**src/rtl/core/lnpc_pkg.sv**
```systemverilog
// ----------------------------------------------------------------------------
// lnpc_pkg
// Shared constants for the line pick test: coordinate and tolerance widths,
// tolerance reset value, clip limit and outcode bit positions.
// ----------------------------------------------------------------------------
package lnpc_pkg;

  localparam int unsigned COORD_WIDTH_DEF = 16;
  localparam int unsigned FRAC_BITS       = 4;
  localparam int unsigned TOL_WIDTH       = 11;
  localparam int unsigned TOL_RESET_INT   = 6;

  // 6.0 in the coordinate fixed-point format
  localparam logic [TOL_WIDTH-1:0] TOL_RESET = TOL_WIDTH'(TOL_RESET_INT * (2 ** FRAC_BITS));

  localparam int unsigned MAX_CLIPS = 4;
  localparam int unsigned STEP_W    = $clog2(MAX_CLIPS + 1);

  // outcode bit positions
  localparam int unsigned OC_LEFT  = 0;
  localparam int unsigned OC_RIGHT = 1;
  localparam int unsigned OC_BELOW = 2;
  localparam int unsigned OC_ABOVE = 3;
  localparam int unsigned OC_W     = 4;

endpackage

```
**src/rtl/core/line_near_point_clip_test_top.sv**
```systemverilog
// ----------------------------------------------------------------------------
// line_near_point_clip_test_top
// Sequence: k clip steps (0..4), each a test, one multiply, a restoring divide and an
//   update (test and update only for a zero denominator), then a final test
// Throughput: one segment at a time; a new beat is taken once the result is
//   registered, also while that result still waits downstream
// Reset: asynchronous, active low; clears sequencer and output valid, tolerance 6.0
// ----------------------------------------------------------------------------
module line_near_point_clip_test_top #(
  parameter int unsigned COORD_WIDTH = lnpc_pkg::COORD_WIDTH_DEF
) (
  input  logic                                        clk_i,
  input  logic                                        rst_ni,
  // tolerance register write
  input  logic                                        cfg_valid_i,
  output logic                                        cfg_ready_o,
  input  logic [lnpc_pkg::TOL_WIDTH-1:0]              cfg_data_i,
  // segment and probe
  input  logic                                        s_axis_tvalid,
  output logic                                        s_axis_tready,
  // start_x, start_y, end_x, end_y, probe_x, probe_y, zero pad
  input  logic [((6*COORD_WIDTH+7)/8)*8-1:0]          s_axis_tdata,
  // result
  output logic                                        m_axis_tvalid,
  input  logic                                        m_axis_tready,
  // hit, zero pad
  output logic [7:0]                                  m_axis_tdata
);

  import lnpc_pkg::*;

  localparam int unsigned W   = COORD_WIDTH;
  // window edges hold probe +/- tolerance exactly
  localparam int unsigned EW  = ((W > TOL_WIDTH) ? W : TOL_WIDTH + 1) + 1;
  localparam int unsigned DW  = W + 1;          // coordinate difference
  localparam int unsigned NW  = EW + 1;         // edge minus coordinate
  localparam int unsigned MW  = DW + NW - 1;    // product magnitude, quotient
  localparam int unsigned SW  = MW + 2;         // interpolation sum
  localparam int unsigned CNT_W = $clog2(MW);

  localparam logic signed [SW-1:0] SAT_HI = {{(SW-W+1){1'b0}}, {(W-1){1'b1}}};
  localparam logic signed [SW-1:0] SAT_LO = {{(SW-W+1){1'b1}}, {(W-1){1'b0}}};

  typedef enum logic [2:0] {
    S_IDLE,
    S_TEST,
    S_MUL,
    S_DIV,
    S_UPD
  } state_e;

  function automatic logic signed [W-1:0] sat_coord(input logic signed [SW-1:0] v);
    logic signed [W-1:0] r;
    if (v > SAT_HI) begin
      r = SAT_HI[W-1:0];
    end else if (v < SAT_LO) begin
      r = SAT_LO[W-1:0];
    end else begin
      r = v[W-1:0];
    end
    return r;
  endfunction

  // control registers
  state_e              state_q, state_d;
  logic [STEP_W-1:0]   step_q, step_d;
  logic                out_valid_q, out_valid_d;
  logic                hit_q, hit_d;
  logic [TOL_WIDTH-1:0] tol_q;

  // datapath registers
  logic signed [W-1:0]  x0_q, x0_d, y0_q, y0_d, x1_q, x1_d, y1_q, y1_d;
  logic signed [EW-1:0] xmin_q, xmin_d, xmax_q, xmax_d, ymin_q, ymin_d, ymax_q, ymax_d;
  logic                 first_q, first_d;
  logic                 horiz_q, horiz_d;
  logic                 neg_q, neg_d;
  logic                 zden_q, zden_d;
  logic signed [EW-1:0] edge_q, edge_d;
  logic [DW-1:0]        mag_a_q, mag_a_d;
  logic [NW-1:0]        mag_b_q, mag_b_d;
  logic [DW-1:0]        dvs_q, dvs_d;
  logic [DW-1:0]        rem_q, rem_d;
  logic [MW-1:0]        dvd_q, dvd_d;
  logic [CNT_W-1:0]     cnt_q, cnt_d;

  // combinational helpers
  logic signed [W-1:0]  in_x0, in_y0, in_x1, in_y1, in_px, in_py;
  logic signed [EW-1:0] in_pxe, in_pye, tol_e;
  logic [OC_W-1:0]      c0, c1, co;
  logic signed [EW-1:0] x0e, y0e, x1e, y1e;
  logic                 clip_horiz;
  logic signed [EW-1:0] clip_edge;
  logic signed [W-1:0]  a0, a1, b0, b1;
  logic signed [DW-1:0] a_diff, den;
  logic signed [NW-1:0] b_num;
  logic [DW:0]          trial;
  logic                 trial_ge;
  logic signed [W-1:0]  ua0;
  logic signed [SW-1:0] q_s, sum_s;
  logic signed [W-1:0]  interp_v, edge_v;

  assign in_x0 = s_axis_tdata[0*W +: W];
  assign in_y0 = s_axis_tdata[1*W +: W];
  assign in_x1 = s_axis_tdata[2*W +: W];
  assign in_y1 = s_axis_tdata[3*W +: W];
  assign in_px = s_axis_tdata[4*W +: W];
  assign in_py = s_axis_tdata[5*W +: W];

  assign in_pxe = {{(EW-W){in_px[W-1]}}, in_px};
  assign in_pye = {{(EW-W){in_py[W-1]}}, in_py};
  assign tol_e  = {{(EW-TOL_WIDTH){1'b0}}, tol_q};

  assign x0e = {{(EW-W){x0_q[W-1]}}, x0_q};
  assign y0e = {{(EW-W){y0_q[W-1]}}, y0_q};
  assign x1e = {{(EW-W){x1_q[W-1]}}, x1_q};
  assign y1e = {{(EW-W){y1_q[W-1]}}, y1_q};

  // outcodes with strict compares, right before left and above before below
  always_comb begin
    c0 = '0;
    c1 = '0;
    c0[OC_RIGHT] = x0e > xmax_q;
    c0[OC_LEFT]  = !(x0e > xmax_q) && (x0e < xmin_q);
    c0[OC_ABOVE] = y0e > ymax_q;
    c0[OC_BELOW] = !(y0e > ymax_q) && (y0e < ymin_q);
    c1[OC_RIGHT] = x1e > xmax_q;
    c1[OC_LEFT]  = !(x1e > xmax_q) && (x1e < xmin_q);
    c1[OC_ABOVE] = y1e > ymax_q;
    c1[OC_BELOW] = !(y1e > ymax_q) && (y1e < ymin_q);
  end

  // clip edge choice: top, bottom, right, left
  always_comb begin
    co         = (|c0) ? c0 : c1;
    clip_horiz = co[OC_ABOVE] || co[OC_BELOW];
    if (co[OC_ABOVE]) begin
      clip_edge = ymax_q;
    end else if (co[OC_BELOW]) begin
      clip_edge = ymin_q;
    end else if (co[OC_RIGHT]) begin
      clip_edge = xmax_q;
    end else begin
      clip_edge = xmin_q;
    end
    a0 = clip_horiz ? x0_q : y0_q;
    a1 = clip_horiz ? x1_q : y1_q;
    b0 = clip_horiz ? y0_q : x0_q;
    b1 = clip_horiz ? y1_q : x1_q;
    a_diff = {a1[W-1], a1} - {a0[W-1], a0};
    den    = {b1[W-1], b1} - {b0[W-1], b0};
    b_num  = {clip_edge[EW-1], clip_edge} - {{(NW-W){b0[W-1]}}, b0};
  end

  // one restoring divide step
  assign trial    = {rem_q, dvd_q[MW-1]};
  assign trial_ge = trial >= {1'b0, dvs_q};

  // endpoint update after the divide; a zero denominator keeps the old coordinate
  always_comb begin
    ua0      = horiz_q ? x0_q : y0_q;
    q_s      = neg_q ? -{2'b00, dvd_q} : {2'b00, dvd_q};
    sum_s    = {{(SW-W){ua0[W-1]}}, ua0} + q_s;
    interp_v = zden_q ? ua0 : sat_coord(sum_s);
    edge_v   = sat_coord({{(SW-EW){edge_q[EW-1]}}, edge_q});
  end

  always_comb begin
    state_d     = state_q;
    step_d      = step_q;
    out_valid_d = out_valid_q;
    hit_d       = hit_q;
    x0_d = x0_q;  y0_d = y0_q;  x1_d = x1_q;  y1_d = y1_q;
    xmin_d = xmin_q;  xmax_d = xmax_q;  ymin_d = ymin_q;  ymax_d = ymax_q;
    first_d = first_q;
    horiz_d = horiz_q;
    neg_d   = neg_q;
    zden_d  = zden_q;
    edge_d  = edge_q;
    mag_a_d = mag_a_q;
    mag_b_d = mag_b_q;
    dvs_d   = dvs_q;
    rem_d   = rem_q;
    dvd_d   = dvd_q;
    cnt_d   = cnt_q;

    if (m_axis_tvalid && m_axis_tready) begin
      out_valid_d = 1'b0;
    end

    case (state_q)
      S_IDLE: begin
        if (s_axis_tvalid) begin
          x0_d = in_x0;  y0_d = in_y0;  x1_d = in_x1;  y1_d = in_y1;
          xmin_d = in_pxe - tol_e;
          xmax_d = in_pxe + tol_e;
          ymin_d = in_pye - tol_e;
          ymax_d = in_pye + tol_e;
          step_d  = '0;
          state_d = S_TEST;
        end
      end
      S_TEST: begin
        if (((c0 == '0) && (c1 == '0)) || ((c0 & c1) != '0) ||
            (step_q == STEP_W'(MAX_CLIPS))) begin
          // hold the decision until the output register is free
          if (!out_valid_q || m_axis_tready) begin
            out_valid_d = 1'b1;
            hit_d       = (c0 == '0) && (c1 == '0);
            state_d     = S_IDLE;
          end
        end else begin
          first_d = |c0;
          horiz_d = clip_horiz;
          edge_d  = clip_edge;
          mag_a_d = a_diff[DW-1] ? DW'(-a_diff) : DW'(a_diff);
          mag_b_d = b_num[NW-1] ? NW'(-b_num) : NW'(b_num);
          dvs_d   = den[DW-1] ? DW'(-den) : DW'(den);
          neg_d   = a_diff[DW-1] ^ b_num[NW-1] ^ den[DW-1];
          zden_d  = den == '0;
          state_d = (den == '0) ? S_UPD : S_MUL;
        end
      end
      S_MUL: begin
        dvd_d   = MW'(mag_a_q * mag_b_q);
        rem_d   = '0;
        cnt_d   = '0;
        state_d = S_DIV;
      end
      S_DIV: begin
        rem_d = trial_ge ? DW'(trial - {1'b0, dvs_q}) : trial[DW-1:0];
        dvd_d = {dvd_q[MW-2:0], trial_ge};
        cnt_d = cnt_q + 1'b1;
        if (cnt_q == CNT_W'(MW - 1)) begin
          state_d = S_UPD;
        end
      end
      S_UPD: begin
        if (first_q) begin
          x0_d = horiz_q ? interp_v : edge_v;
          y0_d = horiz_q ? edge_v : interp_v;
        end else begin
          x1_d = horiz_q ? interp_v : edge_v;
          y1_d = horiz_q ? edge_v : interp_v;
        end
        step_d  = step_q + 1'b1;
        state_d = S_TEST;
      end
      default: begin
        state_d = S_IDLE;
      end
    endcase
  end

  always_ff @(posedge clk_i or negedge rst_ni) begin
    if (!rst_ni) begin
      state_q     <= S_IDLE;
      step_q      <= '0;
      out_valid_q <= 1'b0;
      hit_q       <= 1'b0;
      tol_q       <= TOL_RESET;
    end else begin
      state_q     <= state_d;
      step_q      <= step_d;
      out_valid_q <= out_valid_d;
      hit_q       <= hit_d;
      if (cfg_valid_i) begin
        tol_q <= cfg_data_i;
      end
    end
  end

  always_ff @(posedge clk_i) begin
    x0_q    <= x0_d;
    y0_q    <= y0_d;
    x1_q    <= x1_d;
    y1_q    <= y1_d;
    xmin_q  <= xmin_d;
    xmax_q  <= xmax_d;
    ymin_q  <= ymin_d;
    ymax_q  <= ymax_d;
    first_q <= first_d;
    horiz_q <= horiz_d;
    neg_q   <= neg_d;
    zden_q  <= zden_d;
    edge_q  <= edge_d;
    mag_a_q <= mag_a_d;
    mag_b_q <= mag_b_d;
    dvs_q   <= dvs_d;
    rem_q   <= rem_d;
    dvd_q   <= dvd_d;
    cnt_q   <= cnt_d;
  end

  assign cfg_ready_o   = 1'b1;
  assign s_axis_tready = state_q == S_IDLE;
  assign m_axis_tvalid = out_valid_q;
  assign m_axis_tdata  = {7'b0000000, hit_q};

endmodule
```
**config.mk**
```make
export PLATFORM = sky130hd
export DESIGN_NAME = line_near_point_clip_test_top
export DESIGN_NICKNAME = d
export VERILOG_FILES = /design/src/rtl/core/lnpc_pkg.sv /design/src/rtl/core/line_near_point_clip_test_top.sv
export SDC_FILE = /design/constraint.sdc
export NUM_CORES = 2
export LEC_CHECK = 0
export BUFFER_PORTS_ARGS = -buffer_cell sky130_fd_sc_hd__buf_2
export CORE_ASPECT_RATIO = 0.7
export CORE_MARGIN = 3
export CORE_UTILIZATION = 53
export DETAILED_ROUTE_END_ITERATION = 10
export PLACE_DENSITY = 0.77
export RECOVER_POWER = 25
export REMOVE_ABC_BUFFERS = 1
export SYNTH_ARGS = -nofsm -noshare
export SYNTH_HDL_FRONTEND = slang
export SYNTH_SLANG_ARGS = --single-unit
```
**constraint.sdc**
```tcl
create_clock -name clk_i -period 8.5 [get_ports clk_i]
set_clock_uncertainty 0.1 [all_clocks]
set_input_delay 1.7 -clock clk_i [delete_from_list [all_inputs] [get_ports clk_i]]
set_output_delay 1.7 -clock clk_i [all_outputs]
set_load 0.01 [all_outputs]
```
# Yosys cells after proc, flatten, opt, wreduce, memory -nomap -nowiden
# Cells that the tools add are included.
dict set report classes {
  n_lt_le_gt_ge 13
  n_mul 1
  add_sub_neg 15
  n_reduce_logical 30
  n_bitwise 4
  eq_ne 11
  n_mux 48
}
# operator count
set op_table {}
lappend op_table {{$mux 16} 22}
lappend op_table {{$pmux 16 s2} 4}
lappend op_table {{$mux 17} 5}
lappend op_table {{$gt 16x17->1} 4}
lappend op_table {{$lt 16x17->1} 4}
lappend op_table {{$pmux 34 s2} 1}
lappend op_table {{$add 36x36->36} 1}
lappend op_table {{$gt 36x16->1 const B} 1}
lappend op_table {{$lt 36x16->1 const B} 1}
lappend op_table {{$mux 36} 1}
lappend op_table {{$neg 34->36} 1}
lappend op_table {{$add 16x12->17} 2}
lappend op_table {{$mul 17x18->34} 1}
lappend op_table {{$neg 17->17} 2}
lappend op_table {{$pmux 17 s2} 1}
lappend op_table {{$sub 16x12->17} 2}
lappend op_table {{$sub 16x16->17} 2}
lappend op_table {{$ge 18x17->1} 1}
lappend op_table {{$mux 3} 6}
lappend op_table {{$neg 18->18} 1}
lappend op_table {{$sub 17x16->18} 1}
lappend op_table {{$gt 17x16->1 const B} 1}
lappend op_table {{$logic_not 17->1} 1}
lappend op_table {{$lt 17x16->1 const B} 1}
lappend op_table {{other kinds (27)} 55}
dict set report totals {
  input_bits 112
  regBits 281
  out_inout_bits 11
}

# Logic depth before layout (Yosys ltp)
dict set report logic_depth {
  ltp_word 12
  ltp_mapped 35
}

# Worst setup path before layout
# Ideal clock, no wire load.
dict set report synth_timing {
  path_type {reg2reg}
  start {register x0_q[10]}
  end {register dvs_q[16] (data pin)}
  path_slack_ns 1.020
  arrival_time_ns 7.125
  path_stages_with_launch 31
  required_time_ns 8.145
  cell_sequence {edfxtp_1 > ha_1 > a21o_1 > a211o_1 > a2111oi_4 > a21oi_2 > o211a_4 > a21boi_4 > buf_2 > buf_2 > buf_1 > clkbuf_1 > mux2_2 > ha_1 > nor2b_1 > o21ai_0 > nand2b_1 > inv_1 > maj3_1 > o211ai_1 > o211ai_2 > a21oi_2 > o21a_2 > nor4_1 > nor3_2 > xnor2_1 > or4_4 > or3_4 > nor4_1 > ha_1 > and2_1}
}
dict set report synth_between {
  elab_chain_len 9
  elab_cells_between_ends 11
  cone_classes {add/sub (2); order compare (2); mux (3); reduce/logical (4)}
}
# item line
set synth_lines {}
lappend synth_lines {{from (decl)} line_near_point_clip_test_top.sv:72} ;# logic signed [W-1:0] x0_q, x0_d, y0_q, y0_d, x1_q, x1_d, y1_q, y1_d;
lappend synth_lines {{from (signal assigned)} line_near_point_clip_test_top.sv:273} ;# x0_q <= x0_d;
lappend synth_lines {{$gt 16x17->1} {line_near_point_clip_test_top.sv:122, line_near_point_clip_test_top.sv:123}}
lappend synth_lines {{$logic_not 1->1} line_near_point_clip_test_top.sv:123} ;# c0[OC_LEFT] = !(x0e > xmax_q) && (x0e < xmin_q);
lappend synth_lines {{$logic_and 1x1->1} line_near_point_clip_test_top.sv:123}
lappend synth_lines {{$reduce_or 4->1} line_near_point_clip_test_top.sv:134} ;# co = (|c0) ? c0 : c1;
lappend synth_lines {{$mux 4} line_near_point_clip_test_top.sv:134}
lappend synth_lines {{$logic_or 1x1->1} line_near_point_clip_test_top.sv:135} ;# clip_horiz = co[OC_ABOVE] || co[OC_BELOW];
lappend synth_lines {{$mux 16, on equally long branches} {line_near_point_clip_test_top.sv:148, line_near_point_clip_test_top.sv:147}}
lappend synth_lines {{$sub 16x16->17 (*)} line_near_point_clip_test_top.sv:150} ;# den = {b1[W-1], b1} - {b0[W-1], b0};
lappend synth_lines {{$neg 17->17} line_near_point_clip_test_top.sv:217} ;# dvs_d = den[DW-1] ? DW'(-den) : DW'(den);
lappend synth_lines {{to (signal assigned)} line_near_point_clip_test_top.sv:288} ;# dvs_q <= dvs_d;
lappend synth_lines {{to (decl)} line_near_point_clip_test_top.sv:81} ;# logic [DW-1:0] dvs_q, dvs_d;
# Mark *: on every way between the ends. The rest lies on a longest branch, timed or not.
# A chain may end at the register's enable or synchronous reset.

# Worst setup path after layout
dict set report layout_timing {
  start {register x1_q[12]}
  end {register mag_b_q[1] (data pin)}
}
dict set report layout_between {
  elab_cells_between_ends 8
  cone_classes {add/sub (2); order compare (1); mux (5)}
}
# item line
set layout_rtl {}
lappend layout_rtl {{from (decl)} line_near_point_clip_test_top.sv:72}
lappend layout_rtl {{from (signal assigned)} line_near_point_clip_test_top.sv:275} ;# x1_q <= x1_d;
lappend layout_rtl {{$gt 16x17->1} line_near_point_clip_test_top.sv:126} ;# c1[OC_RIGHT] = x1e > xmax_q;
lappend layout_rtl {{$mux 4} line_near_point_clip_test_top.sv:134}
lappend layout_rtl {{$mux 17} line_near_point_clip_test_top.sv:140} ;# end else if (co[OC_RIGHT]) begin
lappend layout_rtl {{$mux 17} line_near_point_clip_test_top.sv:138} ;# end else if (co[OC_BELOW]) begin
lappend layout_rtl {{$mux 17} line_near_point_clip_test_top.sv:136} ;# if (co[OC_ABOVE]) begin
lappend layout_rtl {{via clip_edge[4]} line_near_point_clip_test_top.sv:92} ;# logic signed [EW-1:0] clip_edge;
lappend layout_rtl {{$sub 17x16->18} line_near_point_clip_test_top.sv:151} ;# b_num = {clip_edge[EW-1], clip_edge} - {{(NW-W){b0[W-1]}}, b0};
lappend layout_rtl {{$mux 17} line_near_point_clip_test_top.sv:216} ;# mag_b_d = b_num[NW-1] ? NW'(-b_num) : NW'(b_num);
lappend layout_rtl {{to (signal assigned)} line_near_point_clip_test_top.sv:287} ;# mag_b_q <= mag_b_d;
lappend layout_rtl {{to (decl)} line_near_point_clip_test_top.sv:80} ;# logic [NW-1:0] mag_b_q, mag_b_d;
# The timed path passes the listed nets, and every way through them passes these cells.

==> flow_metrics.tcl <==
set metrics [dict create \
    crit_family "compound AO/OA/AOI/OAI gates" \
    syn_area_sq_um 33800 \
    crit_path_start_kind "register" \
    antenna_found_initial 2 \
    clk_latency_ns 0.61 \
    drcViolationCount 0 \
    end_kind "register" \
    final-hold-violation-count 0 \
    drv_cap 2 \
    required_ns 8.73 \
    max_freq_mhz 123 \
    ys_top_cells_by_area "edfxtp_1 23%, fa_1 15%, ha_1 14%" \
    cts_tree "built" \
    synthTopCellsByCount "505 x inv_1, 488 x nand2_1, 382 x ha_1, 260 x edfxtp_1, 247 x fa_1" \
    synth.most_common_cell "inv_1" \
    fillers 5394 \
    worst-slew-pin-transition_ns 3.76 \
    grt_first_pass_wirelength_um 158000 \
    rsz0062_at_grt "no" \
    ys_seq_area_share_pct 24.5 \
    crit_chain "ha_1 -> and4_1 -> nor3b_1 -> o31ai_1 -> a221oi_1 -> buf_4 -> and4_1 -> a21o_1 -> buf_4 -> nand2_1 -> o21ai_0 -> a21oi_1 -> o21ai_0 -> ha_1 -> o211ai_1 -> a211oi_1 -> a2111oi_2 -> o311ai_1 -> and2_1 -> o21a_1 -> a21oi_1 -> a21oi_2 -> mux2_2" \
    cts_setup_buffers 0 \
    drive_gt1_share_pct 7.59 \
    synth_edf_count 260 \
    clock_path_buffers 3 \
    worst-path-max-fanout 22 \
    nNetsFinal 4577 \
    crit_path_top_delay_cell "nor3b_1" \
    rows 76 \
    netlist_instances 3777 \
    fin_tns_setup_ns 0 \
    failed_checks "capacitance limit, slew limit" \
    cts_num_sinks 279 \
    grt_pass1_vias 26700 \
    numPortBuffers 114 \
    grt_overflow 0 \
    grt_usage_pct 30.6 \
    grt_max_degree 66 \
    multi_input_area_sq_um 23200 \
    core_sq_um 62300 \
    ys_types 100 \
    initial_core_util_pct 54.3 \
    path_buf_inv 2 \
    yosysTopAreaCell "edfxtp_1" \
    drt_pass1_iterations 7 \
    netlist.area_leader.share_pct 23.1 \
    hpwl_um 82800 \
    root_buffer "clkbuf_16" \
    finalCritPeriodShare_pct 95.5 \
    ys_ff_latch 279 \
    status "finished, violations left" \
    crit_arrival_ns 8.35 \
    drtAntennaViolNets 0 \
    synth_warnings 0 \
    avgRoutedWirePerCell_um 22.1 \
    vias_per_cell 6.02 \
    setup_violations 0 \
    synthFlopType "edfxtp_1" \
    async_flop_share_pct 6.81 \
    area_growth_pct 7.01 \
    cts_max_level 1 \
    slew_headroom_pct -151 \
    post-route-min-period_ns 8.12 \
    diodes 0 \
    syn_area_per_cell_sq_um 8.96 \
    numCtsBuffers 29 \
    ios 123 \
    die_area_sq_um 66900 \
    hp-class "register to register" \
    gp_congestion 1.02 \
    crit_path_max_incr_delay_ns 0.69 \
    die_w_um 308 \
    drv_slew 91 \
    via_count 28200 \
    drtIter0Drc 3764 \
    clkTransAtPathRegs_ns 0.07 \
    critical_path_class "register to register" \
    postCtsResizedCells 0 \
    drt_wl_total_um 103000 \
    seq_area_sq_um 8290 \
    hold_buffers 0 \
    die_h_um 217 \
]
==> sequential cells by signal (all words and copies together) (netlist names), 17 cells and up <==
register and count:
mag_a_q 17, ymin_q 17, edge_q 17, rem_q 17, xmin_q 17, dvs_q 17
mag_b_q 18, dvd_q 34
==> layout by cell type, fill, tap and decap left out, types with 24 or more instances in the layout <==
master and n:
a21boi_0 26, a21o_1 53, a21oi_1 165, a31oi_1 24
and2_1 103, and3_1 28, buf_2 108, buf_4 42
clkbuf_16 29, edfxtp_1 260, fa_1 247, ha_1 382
inv_1 505, mux2_2 43, mux2i_1 48, nand2_1 487
nand2b_1 36, nand3_1 91, nor2_1 221, nor2b_1 27
nor3_1 48, o211ai_1 54, o21a_1 31, o21ai_0 174
o31ai_1 33, xnor2_1 157, xor2_1 60
==> stage by stage <==
stage               std cells  hold WS, ns  utilization (%)  instance area (sq um)  setup WS, ns
finish                   4678        0.434             58.1                  36200         0.381
global route             4678        0.487             58.1                  36200         0.115
CTS                      4678        0.437             58.2                  36200         0.492
detailed placement       4624        0.424             56.6                  35300         0.523
global placement         4624        0.418             56.6                  35300         0.779
floorplan                3647        0.357                -                  33300         0.524
==> cells by family after synthesis <==
logic type,share of synthesized area [%]
adders and majority gates,29.3
AOI/OAI and AO/OA,14.4
xor gates and xnor gates,5.62
other,0.0222
muxes,2.90
buffers and inverters,7.28
and+or+nand+nor,16.0
DFF,24.5
==> layout make-up <==
type,instances,share of cell area (%)
clock buffers,34,2.06
clock inverters,20,0.563
inverters,507,5.26
multi-input cells,2861,64.0
flip-flops and latches,279,22.9
well taps,819,2.83
repair buffers,158,2.45
==> path summary, 6_finish.rpt <==
path | start | endpoint | slack, ns | cells past startpoint
max | x1_q[12] | mag_b_q[1] | 0.38 | 23
min | step_q[0] | step_q[0] | 0.43 | 1
max in group asynchronous | rst_ni | tol_q[0] | 6.19 | 1
min in group asynchronous | rst_ni | tol_q[7] | 1.30 | 1
max reg2reg | x1_q[12] | mag_b_q[1] | 0.38 | 23
min reg2reg | step_q[0] | step_q[0] | 0.43 | 1
==> layer usage <==
metal | GRT usage [%] | vias up | part of all wire [%]
li1 | - | 13000 | -
met1 | 47.7 | 13400 | 45
met2 | 39.0 | 1582 | 37
met3 | 12.9 | 138 | 16
met4 | 5.15 | 4 | 1.9
met5 | 1.96 | - | 0.19
==> worst register-to-register path: stages (launching register included) <==
cell and delay (ns):
edfxtp_1 0.54, ha_1 0.39, and4_1 0.25, nor3b_1 0.69, o31ai_1 0.37, a221oi_1 0.37, buf_4 0.20, and4_1 0.38
a21o_1 0.33, buf_4 0.33, nand2_1 0.08, o21ai_0 0.08, a21oi_1 0.09, o21ai_0 0.59, ha_1 0.31, o211ai_1 0.15
a211oi_1 0.42, a2111oi_2 0.14, o311ai_1 0.46, and2_1 0.21, o21a_1 0.15, a21oi_1 0.08, a21oi_2 0.68, mux2_2 0.46
Power is left out: the tool's default activity adds up to more than one toggle a clock period on the data nets, which glitch-free logic cannot reach.
